$ cat config.mk
export PLATFORM = sky130hd
export DESIGN_NAME = resampling_delay_line_flat
export DESIGN_NICKNAME = d
export VERILOG_FILES = /design/src/design/rdl_pkg.sv /design/src/design/rdl_channels.sv /design/src/design/rdl_ring_mem.sv /design/src/design/rdl_div.sv /design/src/design/resampling_delay_line.sv /design/src/flat_wrapper.sv
export SDC_FILE = /design/constraint.sdc
export NUM_CORES = 2
export LEC_CHECK = 0
export BUFFER_PORTS_ARGS = -buffer_cell sky130_fd_sc_hd__buf_4
export CORE_UTILIZATION = 60
export DETAILED_ROUTE_END_ITERATION = 10
export PLACE_DENSITY = 0.76
export SLEW_MARGIN = 20
export SYNTH_ARGS = -nofsm -noshare
export SYNTH_HDL_FRONTEND = slang
export SYNTH_SLANG_ARGS = --single-unit
$ cat constraint.sdc
create_clock -name clock -period 28.4 [get_ports clock]
set_clock_uncertainty 0.2 [all_clocks]
set_input_delay 5.68 -clock clock [delete_from_list [all_inputs] [get_ports clock]]
set_output_delay 5.68 -clock clock [all_outputs]
set_load 0.005 [all_outputs]
$ cat src/design/rdl_pkg.sv
// Shared constants, types and state codes of the resampling delay line.
package rdl_pkg;

   // Ring geometry and field widths.
   localparam int ENTRIES = 16;
   localparam int IDX_W = $clog2(ENTRIES);
   localparam int LEFT_W = IDX_W + 1;
   localparam int VAL_W = 32;
   localparam int TIME_W = 24;
   localparam int TOTAL_W = TIME_W + 1;
   localparam int NUM_W = TIME_W + 2;
   localparam int DIFF_W = VAL_W + 1;
   localparam int PROD_W = DIFF_W + NUM_W;
   localparam int DIV_N_W = PROD_W + 1;
   localparam int DIV_D_W = TIME_W + 1;
   localparam int DIV_CNT_W = $clog2(DIV_N_W);

   localparam logic [TIME_W-1:0] STEP_RESET = 24'd131072;
   localparam logic [TIME_W-1:0] OFFSET_EPS = 24'd105;

   // Transaction kinds.
   localparam logic KIND_RESTART = 1'b0;
   localparam logic KIND_ADD = 1'b1;

   // Ring memory access for one cycle.
   typedef struct packed {
      logic             wr_en;
      logic [IDX_W-1:0] wr_addr;
      logic [VAL_W-1:0] wr_data;
      logic             rd_en;
      logic [IDX_W-1:0] rd_addr;
   } mem_req_type;

   // Divider start request and result.
   typedef struct packed {
      logic               start;
      logic [DIV_N_W-1:0] numer;
      logic [DIV_D_W-1:0] denom;
   } div_req_type;

   typedef struct packed {
      logic               done;
      logic [DIV_N_W-1:0] quot;
      logic [DIV_D_W-1:0] remd;
   } div_rsp_type;

   // Sequencer states.
   typedef enum logic [15:0] {
      S_CLEAR    = 16'h0001,
      S_IDLE     = 16'h0002,
      S_FILL     = 16'h0004,
      S_CNT      = 16'h0008,
      S_CNT_WAIT = 16'h0010,
      S_ADD_END  = 16'h0020,
      S_RD       = 16'h0040,
      S_RD_NEW   = 16'h0080,
      S_RD_OWAIT = 16'h0100,
      S_RD_OLD   = 16'h0200,
      S_RD_A     = 16'h0400,
      S_RD_B     = 16'h0800,
      S_L_MUL    = 16'h1000,
      S_L_DIV    = 16'h2000,
      S_L_WAIT   = 16'h4000,
      S_DONE     = 16'h8000
   } state_type;

endpackage

$ cat src/design/rdl_channels.sv
// Valid/ready channel interfaces for requests and responses.
interface rdl_req_if;
   logic                               valid;
   logic                               ready;
   logic                               kind;
   logic signed [rdl_pkg::VAL_W-1:0]   sample_value;
   logic [rdl_pkg::TIME_W-1:0]         elapsed_time;
   logic [rdl_pkg::TIME_W-1:0]         query_delay;

   modport source (output valid, kind, sample_value, elapsed_time, query_delay,
                   input ready);
   modport sink (input valid, kind, sample_value, elapsed_time, query_delay,
                 output ready);
endinterface

interface rdl_rsp_if;
   logic                               valid;
   logic                               ready;
   logic signed [rdl_pkg::VAL_W-1:0]   delayed_value;

   modport source (output valid, delayed_value, input ready);
   modport sink (input valid, delayed_value, output ready);
endinterface

$ cat src/design/rdl_ring_mem.sv
// Ring sample memory with one write port and one registered read port.
module rdl_ring_mem (
   input  logic                        clock,
   input  rdl_pkg::mem_req_type        mem_req,
   output logic [rdl_pkg::VAL_W-1:0]   rd_data
);

   logic [rdl_pkg::VAL_W-1:0] ring_ff [rdl_pkg::ENTRIES];
   logic [rdl_pkg::VAL_W-1:0] rd_data_ff;

   // Write and registered read.
   always_ff @(posedge clock) begin
      if (mem_req.wr_en) begin
         ring_ff[mem_req.wr_addr] <= mem_req.wr_data;
      end
      if (mem_req.rd_en) begin
         rd_data_ff <= ring_ff[mem_req.rd_addr];
      end
   end

   assign rd_data = rd_data_ff;

endmodule

$ cat src/design/rdl_div.sv
// Restoring unsigned divider, one quotient bit per cycle.
module rdl_div (
   input  logic                 clock,
   input  logic                 reset,
   input  rdl_pkg::div_req_type div_req,
   output rdl_pkg::div_rsp_type div_rsp
);

   logic                               busy_ff, busy_in;
   logic                               done_ff, done_in;
   logic [rdl_pkg::DIV_CNT_W-1:0]      cnt_ff, cnt_in;
   logic [rdl_pkg::DIV_N_W-1:0]        quot_ff, quot_in;
   logic [rdl_pkg::DIV_D_W:0]          rem_ff, rem_in;
   logic [rdl_pkg::DIV_D_W-1:0]        den_ff, den_in;
   logic [rdl_pkg::DIV_D_W:0]          trial;
   logic                               fits;

   // Shift in the next numerator bit and try a subtraction.
   assign trial = {rem_ff[rdl_pkg::DIV_D_W-1:0], quot_ff[rdl_pkg::DIV_N_W-1]};
   assign fits = trial >= {1'b0, den_ff};

   always_comb begin
      busy_in = busy_ff;
      done_in = 1'b0;
      cnt_in = cnt_ff;
      quot_in = quot_ff;
      rem_in = rem_ff;
      den_in = den_ff;
      if (div_req.start) begin
         busy_in = 1'b1;
         cnt_in = '0;
         quot_in = div_req.numer;
         rem_in = '0;
         den_in = div_req.denom;
      end else if (busy_ff) begin
         rem_in = fits ? trial - {1'b0, den_ff} : trial;
         quot_in = {quot_ff[rdl_pkg::DIV_N_W-2:0], fits};
         cnt_in = cnt_ff + 1'b1;
         if (cnt_ff == rdl_pkg::DIV_CNT_W'(rdl_pkg::DIV_N_W - 1)) begin
            busy_in = 1'b0;
            done_in = 1'b1;
         end
      end
   end

   always_ff @(posedge clock) begin
      if (reset) begin
         busy_ff <= 1'b0;
         done_ff <= 1'b0;
      end else begin
         busy_ff <= busy_in;
         done_ff <= done_in;
      end
      cnt_ff <= cnt_in;
      quot_ff <= quot_in;
      rem_ff <= rem_in;
      den_ff <= den_in;
   end

   assign div_rsp.done = done_ff;
   assign div_rsp.quot = quot_ff;
   assign div_rsp.remd = rem_ff[rdl_pkg::DIV_D_W-1:0];

endmodule

$ cat src/design/resampling_delay_line.sv
// Top level of the resampling delay line: sequencer around ring memory and divider.
//
//   channel   dir  handshake       payload
//   req_chan  in   valid/ready     kind, sample_value, elapsed_time, query_delay
//   rsp_chan  out  valid/ready     delayed_value
//   csr       in   csr_wr_en       csr_wr_data (step_period)
//
// One transaction at a time; the shared divider sets the pace.
// Restart: 16 ring writes plus the read. Add: one division for the step
// count plus one interpolation per ring write (at most 16), then the read.
// A read costs up to one division and one interpolation.
// After reset a clearing pass zeroes the ring; req_chan.ready is low.
// The result waits in an output register, so a stalled response never blocks
// acceptance of the next request.
module resampling_delay_line (
   input  logic                        clock,
   input  logic                        reset,
   rdl_req_if.sink                     req_chan,
   rdl_rsp_if.source                   rsp_chan,
   input  logic                        csr_wr_en,
   input  logic [rdl_pkg::TIME_W-1:0]  csr_wr_data
);

   rdl_pkg::state_type                 state_ff, state_in;
   logic [rdl_pkg::TIME_W-1:0]         step_ff, step_in, step_eff;
   logic [rdl_pkg::IDX_W-1:0]          cursor_ff, cursor_in;
   logic [rdl_pkg::TIME_W-1:0]         off_ff, off_in;
   logic [rdl_pkg::VAL_W-1:0]          last_ff, last_in;
   logic [rdl_pkg::VAL_W-1:0]          sample_ff, sample_in;
   logic [rdl_pkg::TIME_W-1:0]         dt_ff, dt_in;
   logic [rdl_pkg::TIME_W-1:0]         delay_ff, delay_in;
   logic [rdl_pkg::IDX_W-1:0]          cnt_lo_ff, cnt_lo_in;
   logic [rdl_pkg::LEFT_W-1:0]         wr_left_ff, wr_left_in;
   logic [rdl_pkg::IDX_W-1:0]          wr_idx_ff, wr_idx_in;
   logic [rdl_pkg::IDX_W-1:0]          o_ff, o_in;
   logic [rdl_pkg::VAL_W-1:0]          lerp_a_ff, lerp_a_in;
   logic [rdl_pkg::VAL_W-1:0]          lerp_b_ff, lerp_b_in;
   logic signed [rdl_pkg::NUM_W-1:0]   lerp_num_ff, lerp_num_in;
   logic [rdl_pkg::TIME_W-1:0]         lerp_den_ff, lerp_den_in;
   logic                               to_mem_ff, to_mem_in;
   logic signed [rdl_pkg::PROD_W-1:0]  prod_ff, prod_in;
   logic                               neg_ff, neg_in;
   logic [rdl_pkg::VAL_W-1:0]          result_ff, result_in;
   logic                               rsp_valid_ff, rsp_valid_in;
   logic [rdl_pkg::VAL_W-1:0]          rsp_data_ff, rsp_data_in;

   rdl_pkg::mem_req_type               mem_req;
   logic [rdl_pkg::VAL_W-1:0]          mem_rd_data;
   rdl_pkg::div_req_type               div_req;
   rdl_pkg::div_rsp_type               div_rsp;

   logic [rdl_pkg::TOTAL_W-1:0]        total;
   logic signed [rdl_pkg::DIFF_W-1:0]  diff;
   logic [rdl_pkg::TOTAL_W-1:0]        den2;
   logic signed [rdl_pkg::DIV_N_W-1:0] p_full;
   logic [rdl_pkg::DIV_N_W-1:0]        p_mag;
   logic [rdl_pkg::DIV_N_W-1:0]        quot_s;
   logic [rdl_pkg::VAL_W-1:0]          lerp_res;
   logic [rdl_pkg::LEFT_W-1:0]         n_writes;

   rdl_ring_mem u_ring_mem (
      .clock   (clock),
      .mem_req (mem_req),
      .rd_data (mem_rd_data)
   );

   rdl_div u_div (
      .clock   (clock),
      .reset   (reset),
      .div_req (div_req),
      .div_rsp (div_rsp)
   );

   // A zero step period behaves as one.
   assign step_eff = (step_ff == '0) ? rdl_pkg::TIME_W'(1) : step_ff;
   assign total = rdl_pkg::TOTAL_W'(dt_ff) + rdl_pkg::TOTAL_W'(off_ff);

   // Interpolation datapath: p = 2*(b-a)*num + den, floor-divided by 2*den.
   assign diff = $signed({lerp_b_ff[rdl_pkg::VAL_W-1], lerp_b_ff})
               - $signed({lerp_a_ff[rdl_pkg::VAL_W-1], lerp_a_ff});
   assign den2 = {lerp_den_ff, 1'b0};
   assign p_full = $signed({prod_ff, 1'b0})
                 + $signed(rdl_pkg::DIV_N_W'(lerp_den_ff));
   assign p_mag = p_full[rdl_pkg::DIV_N_W-1]
                ? (rdl_pkg::DIV_N_W'(-p_full) + rdl_pkg::DIV_N_W'(den2)
                   - rdl_pkg::DIV_N_W'(1))
                : rdl_pkg::DIV_N_W'(p_full);
   assign quot_s = neg_ff ? -div_rsp.quot : div_rsp.quot;
   assign lerp_res = lerp_a_ff + quot_s[rdl_pkg::VAL_W-1:0];

   // Only the last ENTRIES ring writes of one add are performed.
   assign n_writes = (div_rsp.quot > rdl_pkg::DIV_N_W'(rdl_pkg::ENTRIES))
                   ? rdl_pkg::LEFT_W'(rdl_pkg::ENTRIES)
                   : div_rsp.quot[rdl_pkg::LEFT_W-1:0];

   // Sequencer.
   always_comb begin
      state_in = state_ff;
      step_in = csr_wr_en ? csr_wr_data : step_ff;
      cursor_in = cursor_ff;
      off_in = off_ff;
      last_in = last_ff;
      sample_in = sample_ff;
      dt_in = dt_ff;
      delay_in = delay_ff;
      cnt_lo_in = cnt_lo_ff;
      wr_left_in = wr_left_ff;
      wr_idx_in = wr_idx_ff;
      o_in = o_ff;
      lerp_a_in = lerp_a_ff;
      lerp_b_in = lerp_b_ff;
      lerp_num_in = lerp_num_ff;
      lerp_den_in = lerp_den_ff;
      to_mem_in = to_mem_ff;
      prod_in = prod_ff;
      neg_in = neg_ff;
      result_in = result_ff;
      rsp_valid_in = rsp_valid_ff & ~rsp_chan.ready;
      rsp_data_in = rsp_data_ff;
      mem_req = '0;
      div_req = '0;

      unique case (state_ff)
         rdl_pkg::S_CLEAR: begin
            mem_req.wr_en = 1'b1;
            mem_req.wr_addr = wr_idx_ff;
            mem_req.wr_data = '0;
            wr_idx_in = wr_idx_ff + 1'b1;
            if (wr_idx_ff == rdl_pkg::IDX_W'(rdl_pkg::ENTRIES - 1)) begin
               state_in = rdl_pkg::S_IDLE;
            end
         end
         rdl_pkg::S_IDLE: begin
            if (req_chan.valid) begin
               sample_in = req_chan.sample_value;
               dt_in = req_chan.elapsed_time;
               delay_in = req_chan.query_delay;
               if (req_chan.kind == rdl_pkg::KIND_RESTART) begin
                  cursor_in = '0;
                  off_in = '0;
                  last_in = req_chan.sample_value;
                  wr_idx_in = '0;
                  state_in = rdl_pkg::S_FILL;
               end else begin
                  state_in = rdl_pkg::S_CNT;
               end
            end
         end
         rdl_pkg::S_FILL: begin
            mem_req.wr_en = 1'b1;
            mem_req.wr_addr = wr_idx_ff;
            mem_req.wr_data = last_ff;
            wr_idx_in = wr_idx_ff + 1'b1;
            if (wr_idx_ff == rdl_pkg::IDX_W'(rdl_pkg::ENTRIES - 1)) begin
               state_in = rdl_pkg::S_RD;
            end
         end
         rdl_pkg::S_CNT: begin
            div_req.start = 1'b1;
            div_req.numer = rdl_pkg::DIV_N_W'(total);
            div_req.denom = rdl_pkg::DIV_D_W'(step_eff);
            state_in = rdl_pkg::S_CNT_WAIT;
         end
         rdl_pkg::S_CNT_WAIT: begin
            if (div_rsp.done) begin
               // Writes run from the newest step backward.
               cnt_lo_in = div_rsp.quot[rdl_pkg::IDX_W-1:0];
               off_in = div_rsp.remd[rdl_pkg::TIME_W-1:0];
               wr_left_in = n_writes;
               wr_idx_in = cursor_ff + div_rsp.quot[rdl_pkg::IDX_W-1:0];
               lerp_a_in = last_ff;
               lerp_b_in = sample_ff;
               lerp_num_in = $signed(rdl_pkg::NUM_W'(dt_ff))
                           - $signed(rdl_pkg::NUM_W'(div_rsp.remd));
               lerp_den_in = dt_ff;
               to_mem_in = 1'b1;
               state_in = (n_writes == '0) ? rdl_pkg::S_ADD_END : rdl_pkg::S_L_MUL;
            end
         end
         rdl_pkg::S_ADD_END: begin
            cursor_in = cursor_ff + cnt_lo_ff;
            last_in = sample_ff;
            state_in = rdl_pkg::S_RD;
         end
         rdl_pkg::S_RD: begin
            if (delay_ff <= off_ff) begin
               if (off_ff < rdl_pkg::OFFSET_EPS) begin
                  result_in = last_ff;
                  state_in = rdl_pkg::S_DONE;
               end else begin
                  mem_req.rd_en = 1'b1;
                  mem_req.rd_addr = cursor_ff;
                  state_in = rdl_pkg::S_RD_NEW;
               end
            end else begin
               div_req.start = 1'b1;
               div_req.numer = rdl_pkg::DIV_N_W'(delay_ff - off_ff);
               div_req.denom = rdl_pkg::DIV_D_W'(step_eff);
               state_in = rdl_pkg::S_RD_OWAIT;
            end
         end
         rdl_pkg::S_RD_NEW: begin
            // Between the newest ring entry and the last raw sample.
            lerp_a_in = mem_rd_data;
            lerp_b_in = last_ff;
            lerp_num_in = $signed(rdl_pkg::NUM_W'(off_ff - delay_ff));
            lerp_den_in = off_ff;
            to_mem_in = 1'b0;
            state_in = rdl_pkg::S_L_MUL;
         end
         rdl_pkg::S_RD_OWAIT: begin
            if (div_rsp.done) begin
               if (div_rsp.quot >= rdl_pkg::DIV_N_W'(rdl_pkg::ENTRIES - 1)) begin
                  mem_req.rd_en = 1'b1;
                  mem_req.rd_addr = cursor_ff - rdl_pkg::IDX_W'(rdl_pkg::ENTRIES - 1);
                  state_in = rdl_pkg::S_RD_OLD;
               end else begin
                  o_in = div_rsp.quot[rdl_pkg::IDX_W-1:0];
                  mem_req.rd_en = 1'b1;
                  mem_req.rd_addr = cursor_ff - div_rsp.quot[rdl_pkg::IDX_W-1:0]
                                  - rdl_pkg::IDX_W'(1);
                  lerp_num_in = $signed(rdl_pkg::NUM_W'(step_eff))
                              - $signed(rdl_pkg::NUM_W'(div_rsp.remd));
                  lerp_den_in = step_eff;
                  to_mem_in = 1'b0;
                  state_in = rdl_pkg::S_RD_A;
               end
            end
         end
         rdl_pkg::S_RD_OLD: begin
            result_in = mem_rd_data;
            state_in = rdl_pkg::S_DONE;
         end
         rdl_pkg::S_RD_A: begin
            lerp_a_in = mem_rd_data;
            mem_req.rd_en = 1'b1;
            mem_req.rd_addr = cursor_ff - o_ff;
            state_in = rdl_pkg::S_RD_B;
         end
         rdl_pkg::S_RD_B: begin
            lerp_b_in = mem_rd_data;
            state_in = rdl_pkg::S_L_MUL;
         end
         rdl_pkg::S_L_MUL: begin
            prod_in = diff * lerp_num_ff;
            state_in = rdl_pkg::S_L_DIV;
         end
         rdl_pkg::S_L_DIV: begin
            div_req.start = 1'b1;
            div_req.numer = p_mag;
            div_req.denom = rdl_pkg::DIV_D_W'(den2);
            neg_in = p_full[rdl_pkg::DIV_N_W-1];
            state_in = rdl_pkg::S_L_WAIT;
         end
         rdl_pkg::S_L_WAIT: begin
            if (div_rsp.done) begin
               if (to_mem_ff) begin
                  mem_req.wr_en = 1'b1;
                  mem_req.wr_addr = wr_idx_ff;
                  mem_req.wr_data = lerp_res;
                  wr_idx_in = wr_idx_ff - 1'b1;
                  lerp_num_in = lerp_num_ff - $signed(rdl_pkg::NUM_W'(step_eff));
                  wr_left_in = wr_left_ff - 1'b1;
                  state_in = (wr_left_ff == rdl_pkg::LEFT_W'(1))
                           ? rdl_pkg::S_ADD_END : rdl_pkg::S_L_MUL;
               end else begin
                  result_in = lerp_res;
                  state_in = rdl_pkg::S_DONE;
               end
            end
         end
         rdl_pkg::S_DONE: begin
            if (!rsp_valid_ff || rsp_chan.ready) begin
               rsp_valid_in = 1'b1;
               rsp_data_in = result_ff;
               state_in = rdl_pkg::S_IDLE;
            end
         end
         default: begin
            state_in = rdl_pkg::S_IDLE;
         end
      endcase
   end

   always_ff @(posedge clock) begin
      if (reset) begin
         state_ff <= rdl_pkg::S_CLEAR;
         step_ff <= rdl_pkg::STEP_RESET;
         cursor_ff <= '0;
         off_ff <= '0;
         last_ff <= '0;
         wr_idx_ff <= '0;
         rsp_valid_ff <= 1'b0;
      end else begin
         state_ff <= state_in;
         step_ff <= step_in;
         cursor_ff <= cursor_in;
         off_ff <= off_in;
         last_ff <= last_in;
         wr_idx_ff <= wr_idx_in;
         rsp_valid_ff <= rsp_valid_in;
      end
      sample_ff <= sample_in;
      dt_ff <= dt_in;
      delay_ff <= delay_in;
      cnt_lo_ff <= cnt_lo_in;
      wr_left_ff <= wr_left_in;
      o_ff <= o_in;
      lerp_a_ff <= lerp_a_in;
      lerp_b_ff <= lerp_b_in;
      lerp_num_ff <= lerp_num_in;
      lerp_den_ff <= lerp_den_in;
      to_mem_ff <= to_mem_in;
      prod_ff <= prod_in;
      neg_ff <= neg_in;
      result_ff <= result_in;
      rsp_data_ff <= rsp_data_in;
   end

   assign req_chan.ready = (state_ff == rdl_pkg::S_IDLE);
   assign rsp_chan.valid = rsp_valid_ff;
   assign rsp_chan.delayed_value = rsp_data_ff;

endmodule

$ cat src/flat_wrapper.sv
// flat-port wrapper written by rule: the top's interface ports become plain ports
module resampling_delay_line_flat 
  (clock, reset, csr_wr_en, csr_wr_data, req_chan_valid, req_chan_kind, req_chan_sample_value, req_chan_elapsed_time, req_chan_query_delay, req_chan_ready, rsp_chan_valid, rsp_chan_delayed_value, rsp_chan_ready);
  rdl_req_if req_chan_i ();
  rdl_rsp_if rsp_chan_i ();
  input  logic clock;
  input  logic reset;
  input  logic csr_wr_en;
  input  logic [rdl_pkg::TIME_W-1:0] csr_wr_data;
  input wire logic [$bits(req_chan_i.valid)-1:0] req_chan_valid;
  input wire logic [$bits(req_chan_i.kind)-1:0] req_chan_kind;
  input wire logic [$bits(req_chan_i.sample_value)-1:0] req_chan_sample_value;
  input wire logic [$bits(req_chan_i.elapsed_time)-1:0] req_chan_elapsed_time;
  input wire logic [$bits(req_chan_i.query_delay)-1:0] req_chan_query_delay;
  output wire logic [$bits(req_chan_i.ready)-1:0] req_chan_ready;
  output wire logic [$bits(rsp_chan_i.valid)-1:0] rsp_chan_valid;
  output wire logic [$bits(rsp_chan_i.delayed_value)-1:0] rsp_chan_delayed_value;
  input wire logic [$bits(rsp_chan_i.ready)-1:0] rsp_chan_ready;
  assign req_chan_i.valid = req_chan_valid;
  assign req_chan_i.kind = req_chan_kind;
  assign req_chan_i.sample_value = req_chan_sample_value;
  assign req_chan_i.elapsed_time = req_chan_elapsed_time;
  assign req_chan_i.query_delay = req_chan_query_delay;
  assign req_chan_ready = req_chan_i.ready;
  assign rsp_chan_valid = rsp_chan_i.valid;
  assign rsp_chan_delayed_value = rsp_chan_i.delayed_value;
  assign rsp_chan_i.ready = rsp_chan_ready;
  resampling_delay_line u_core (.clock(clock), .reset(reset), .req_chan(req_chan_i), .rsp_chan(rsp_chan_i), .csr_wr_en(csr_wr_en), .csr_wr_data(csr_wr_data));
endmodule
# Word-level counts from Yosys, hierarchy flattened
# Memory sizes are Yosys's and may differ from the RTL's. A register that Yosys moved wholly into a read port is not among the register bits.
# Index checks and enable logic that the tools add are counted.
# word_totals
ram_bits,512
in_bits,110
wordCells,208
mem_count,1
regBits,555
# memory_table
name,depth,word_bits,read_ports,rd_clocked_by_memory_dff,write_ports,line_no,text
u_core.u_ring_mem.ring_ff,16,32,1,1,1,rdl_ring_mem.sv:8,logic [rdl_pkg::VAL_W-1:0] ring_ff [rdl_pkg::ENTRIES];
# op_classes
reduce_logical,32
magnitude_cmp,5
n_eq_ne,32
muxes,81
n_mul,1
n_bitwise,4
n_addsub,24
# ops
operator,n
$mux 32,9
$pmux 86 s3,1
$pmux 16 s15,1
$pmux 32 s3,2
$mux 60,3
$mux 24,7
$mux 16,10
$mux 26,5
$pmux 32 s2,2
$add 60x25->60,2
$pmux 37 s3,1
$pmux 26 s4,1
$mux 86,1
$mux 37,2
$pmux 24 s3,1
$ge 60x4->1 const B,1
$gt 60x5->1 const B,1
$neg 60->60,1
$sub 60x1->60 const B,1
$mul 33x26->59,1
$sub 24x25->26,2
$sub 24x24->25,2
$pmux 24 s2,1
$mux 5,7
other kinds (64),114

# Longest topological paths before layout
# depth
word_depth,8
mapped_depth,41
depth_no_buf,40

# Hierarchy
# Synthesis repeated with hierarchy kept, for this count alone.
# hier_totals
hier_cells,8154
hier_area_um2,88079.5
# modules_own_cells
module,cells_each,seq_area_each_um2,n_inst,area_per_inst_um2
resampling_delay_line,6777,12071.6,1,61806.8
rdl_ring_mem,838,16335.7,1,20155.6
rdl_div,539,3213.1,1,6117.1

# Worst setup path before layout
# Ideal clock, no wire load.
# synth_timing
path_type,flip-flop to flip-flop
start,register u_core.lerp_b_ff[2] (netlist bit)
end,"register u_core.prod_ff[55] (netlist bit), data pin"
n_path_buf,1
stages_incl_launch_ff,40
t_arrival_ns,9.821
setup_ns,0.259
slack_ns,18.120
cell_sequence,edfxtp_1 -> ha_1 -> nor2b_1 -> o21ai_0 -> a21boi_1 -> o31a_1 -> o2111ai_1 -> nand3b_1 -> a2111o_1 -> nand2_1 -> o21ai_1 -> o41ai_1 -> xnor2_1 -> clkbuf_1 -> nand2_1 -> fa_1 -> inv_1 -> fa_1 -> [... 4 more ...] -> fa_1 -> fa_1 -> inv_1 -> fa_1 -> inv_1 -> ha_1 -> and3_1 -> a31oi_1 -> o21ai_0 -> a21oi_1 -> a31oi_1 -> or3b_1 -> a211o_1 -> a21oi_1 -> o21ai_1 -> a311o_1 -> a21oi_1 -> xnor2_1
# synth_between
elab_chain_cells,2
# synth_lines
item,line_no,text
from (decl),resampling_delay_line.sv:37,"logic [rdl_pkg::VAL_W-1:0] lerp_b_ff, lerp_b_in;"
from (signal assigned),resampling_delay_line.sv:310,lerp_b_ff <= lerp_b_in;
$sub 32x32->33,resampling_delay_line.sv:80,"- $signed({lerp_a_ff[rdl_pkg::VAL_W-1], lerp_a_ff});"
$mul 33x26->59,resampling_delay_line.sv:245,prod_in = diff * lerp_num_ff;
to (signal assigned),resampling_delay_line.sv:314,prod_ff <= prod_in;
to (decl),resampling_delay_line.sv:41,"logic signed [rdl_pkg::PROD_W-1:0] prod_ff, prod_in;"
# No other way between the ends.
# A chain may end at the register's enable or synchronous reset.

# Worst setup path after layout
# Same ends and word-level chain as after synthesis.

==> flow_summary.toml <==
[yosys]
syn_nets = 9995
ys_seq_area_share_pct = 35.6
synth_area_leaders = "edfxtp_1, fa_1, ha_1"
ys_types = 113
synthArstFlopShare_pct = 0
netlist_area_mm2 = 0.0887
yosys_register_bits = 1099
synth_top_flop_cell = "edfxtp_1"
syn_area_per_cell_um2 = 10.4
synthCells = 8557
synth_area_leader_cell = "edfxtp_1"
synth-edff-count = 961
yosys_warnings = 0
synth_top_area_share_pct = 32.5

[floorplan]
rows = 140
fp.dieW_um = 387
ios = 144
coreArea_mm2 = 0.146
start_util_pct = 60.7
die_area_mm2 = 0.149
die-height_um = 387

[grt]
grtUsageTotal_pct = 35.4
grt_pass1_wl_um = 402000
grt_antenna_before_repair = 12
first_global_vias = 67600
grt_overflow = 0
grt_max_degree = 109

[clocking]
holdBufCountCts = 0
clock-sinks = 1099
cts_buffer_depth = 3
post_cts.repair.setup_buffers = 0
clk_pin_slew_ps = 60
tritoncts = "yes"
clkLatencyLatePin_ps = 760
clock-root-buffer = "clkbuf_16"
cts-buffers-inserted = 111
cts_resized = 0
h-tree-depth = 3

[placed_design]
placed_area_mm2 = 0.0923
place_congestion = 1.03
io_buffers = 143
hpwl_um = 195000
dp.cells = 10400

[critical_path]
worst_setup_path_start_kind = "register"
crit_fanout = 26
cp_slowest_cell = "fa_1"
arrival_ps = 11870
worst_ep_required_time_ps = 28650
cp-end-kind = "register"
path_class = "register to register"
cpPeakStageDelay_ps = 580
critical_path.most_common_cell = "fa_1"

[sta]
slew_viol_final = 0
fmax_ghz = 0.0860
slew_headroom_pct = 14.5
min_period_ps = 11620
hold_viol = 0
setup_viol = 0
setup_tns_ps = 0
worstMarginPinSlew_ps = 1270
rsz0062_at_grt = "false"
period_share_pct = 40.9

[routing]
first_pass_iters = 6
drtIter0Drc = 7131
drc = 0
wl_per_cell_um = 24.9
viasPerCell = 6.27
wirelength_um = 263000
antenna_left = 0
vias = 66200

[cells_and_area]
drive_gt1_share_pct = 7.85
nets = 9993
fin_area_mm2 = 0.0960
final_cells = 10600
area_delta_synth_final_pct = 8.13
fillers = 11100

[power]
p_leak_nw = 41.1
ir_drop_mv = 0.0787
powerDensity_mw_per_mm2 = 38.8

[status]
status = "finished, final reports clean"

[worst_hold_path]
worstHoldPathType = "register to register"

[run]
drv_cap = 0
## per-layer routing
metal / wire length [um] / GRT usage (%) / vias to the layer above
met5: 82 / 0 / -
met4: 13300 / 17.0 / 12
met3: 26900 / 6.69 / 690
met2: 123000 / 56.7 / 3453
met1: 100000 / 46.7 / 33100
li1: - / - / 29000
## worst max-delay path, delay by kind of cell (launching register included)
kind	cells	cell delay (ps)
buffers and inverters	6	590
AND/OR/NAND/NOR	5	1170
XOR/XNOR	2	240
AO/OA/AOI/OAI	17	4300
adder cells (fa/ha/maj)	9	4400
flip-flops	1	380
## state kept, by name (all words and copies together) (netlist names), 5 cells and up
signal                         count
u_core.u_ring_mem.ring_ff        512
u_core.u_div.rem_ff               25
u_core.step_ff                    24
u_core.u_div.den_ff               25
u_core.u_ring_mem.rd_data         32
u_core.result_ff                  32
u_core.delay_ff                   24
u_core.off_ff                     24
u_core.lerp_a_ff                  32
u_core.u_div.quot_ff              60
u_core.wr_left_ff                  5
u_core.u_div.cnt_ff                6
u_core.last_ff                    32
u_core.lerp_den_ff                24
u_core.rsp_chan.delayed_value     32
u_core.prod_ff                    59
u_core.lerp_b_ff                  32
u_core.state_ff                   16
u_core.sample_ff                  32
u_core.dt_ff                      24
u_core.lerp_num_ff                26
## synthesized netlist by cell type, types with 66 or more instances
| master | n |
|---|---|
| fa_1 | 893 |
| clkbuf_1 | 333 |
| nor2b_1 | 73 |
| nand2b_1 | 66 |
| a211oi_1 | 132 |
| and2_1 | 335 |
| a21oi_1 | 414 |
| nor2_1 | 394 |
| nor3_1 | 110 |
| xnor2_1 | 255 |
| nand2_1 | 1042 |
| xor2_1 | 129 |
| nand3_1 | 121 |
| ha_1 | 435 |
| a21o_1 | 145 |
| a32o_1 | 66 |
| a22oi_1 | 76 |
| edfxtp_1 | 961 |
| dfxtp_1 | 138 |
| inv_1 | 1157 |
| mux2i_1 | 159 |
| o21ai_0 | 312 |
## final timing paths
| path | start | to | slack (ps) | cells past startpoint |
|---|---|---|---|---|
| setup reg to reg | u_core.lerp_b_ff[2]$_DFFE_PP_ | u_core.prod_ff[55]$_DFFE_PP_ | 16780 | 39 |
| setup / recovery | u_core.lerp_b_ff[2]$_DFFE_PP_ | u_core.prod_ff[55]$_DFFE_PP_ | 16780 | 39 |
| hold reg to reg | u_core.result_ff[10]$_DFFE_PP_ | u_core.rsp_chan.delayed_value[10]$_DFFE_PP_ | 170 | 0 |
| hold / removal | u_core.result_ff[10]$_DFFE_PP_ | u_core.rsp_chan.delayed_value[10]$_DFFE_PP_ | 170 | 0 |
## layout by cell type (no fill, tap or decap), types with 288 or more instances in the layout
cell type / netlist / final
fa_1: 893 / 892
inv_1: 1157 / 1154
a21oi_1: 414 / 410
ha_1: 435 / 435
nor2_1: 394 / 371
edfxtp_1: 961 / 961
o21ai_0: 312 / 311
buf_4: 10 / 288
nand2_1: 1042 / 1041
and2_1: 335 / 334
## cells by family after synthesis
group,Yosys count,synth area share (%)
AOI/OAI and AO/OA,1567,11.7
xor gates and xnor gates,385,3.81
adders and majority gates,1328,26.3
buffers and inverters,1564,6.76
DFF,1099,35.6
muxes,226,3.05
and+or+nand+nor,2388,12.7
## metrics by stage
step | power [mW] | utilization [%] | hold slack (ps) | setup slack, ps
2_1_floorplan | 2.12 | - | 200 | 18120
3_3_place_gp | 2.25 | 63.1 | 203 | 17100
3_5_place_dp | 2.26 | 63.1 | 205 | 17010
4_1_cts | 3.72 | 65.6 | 176 | 16880
5_1_grt | 3.82 | 65.6 | 189 | 16190
6_report | 3.72 | 65.6 | 174 | 16780
## cell type report
class | instances | area (um^2) | area share, %
Antenna cell | 4 | 10.0 | 0.0104
Clock buffer | 138 | 2930 | 3.05
Clock inverter | 68 | 761 | 0.793
Inverter | 1159 | 4350 | 4.53
Multi-Input combinational cell | 5894 | 51700 | 53.9
Sequential cell | 1099 | 31600 | 33.0
Tap cell | 1917 | 2400 | 2.50
Timing Repair Buffer | 290 | 2210 | 2.30
## power breakdown
part           switching (mW)  leakage [nW]  total, mW  internal [mW]
registers              0.0392          10.2       1.86           1.82
logic                   0.236          29.1      0.371          0.135
clock network           0.664          1.77       1.49          0.823
Power figures use the tool's default switching activity.
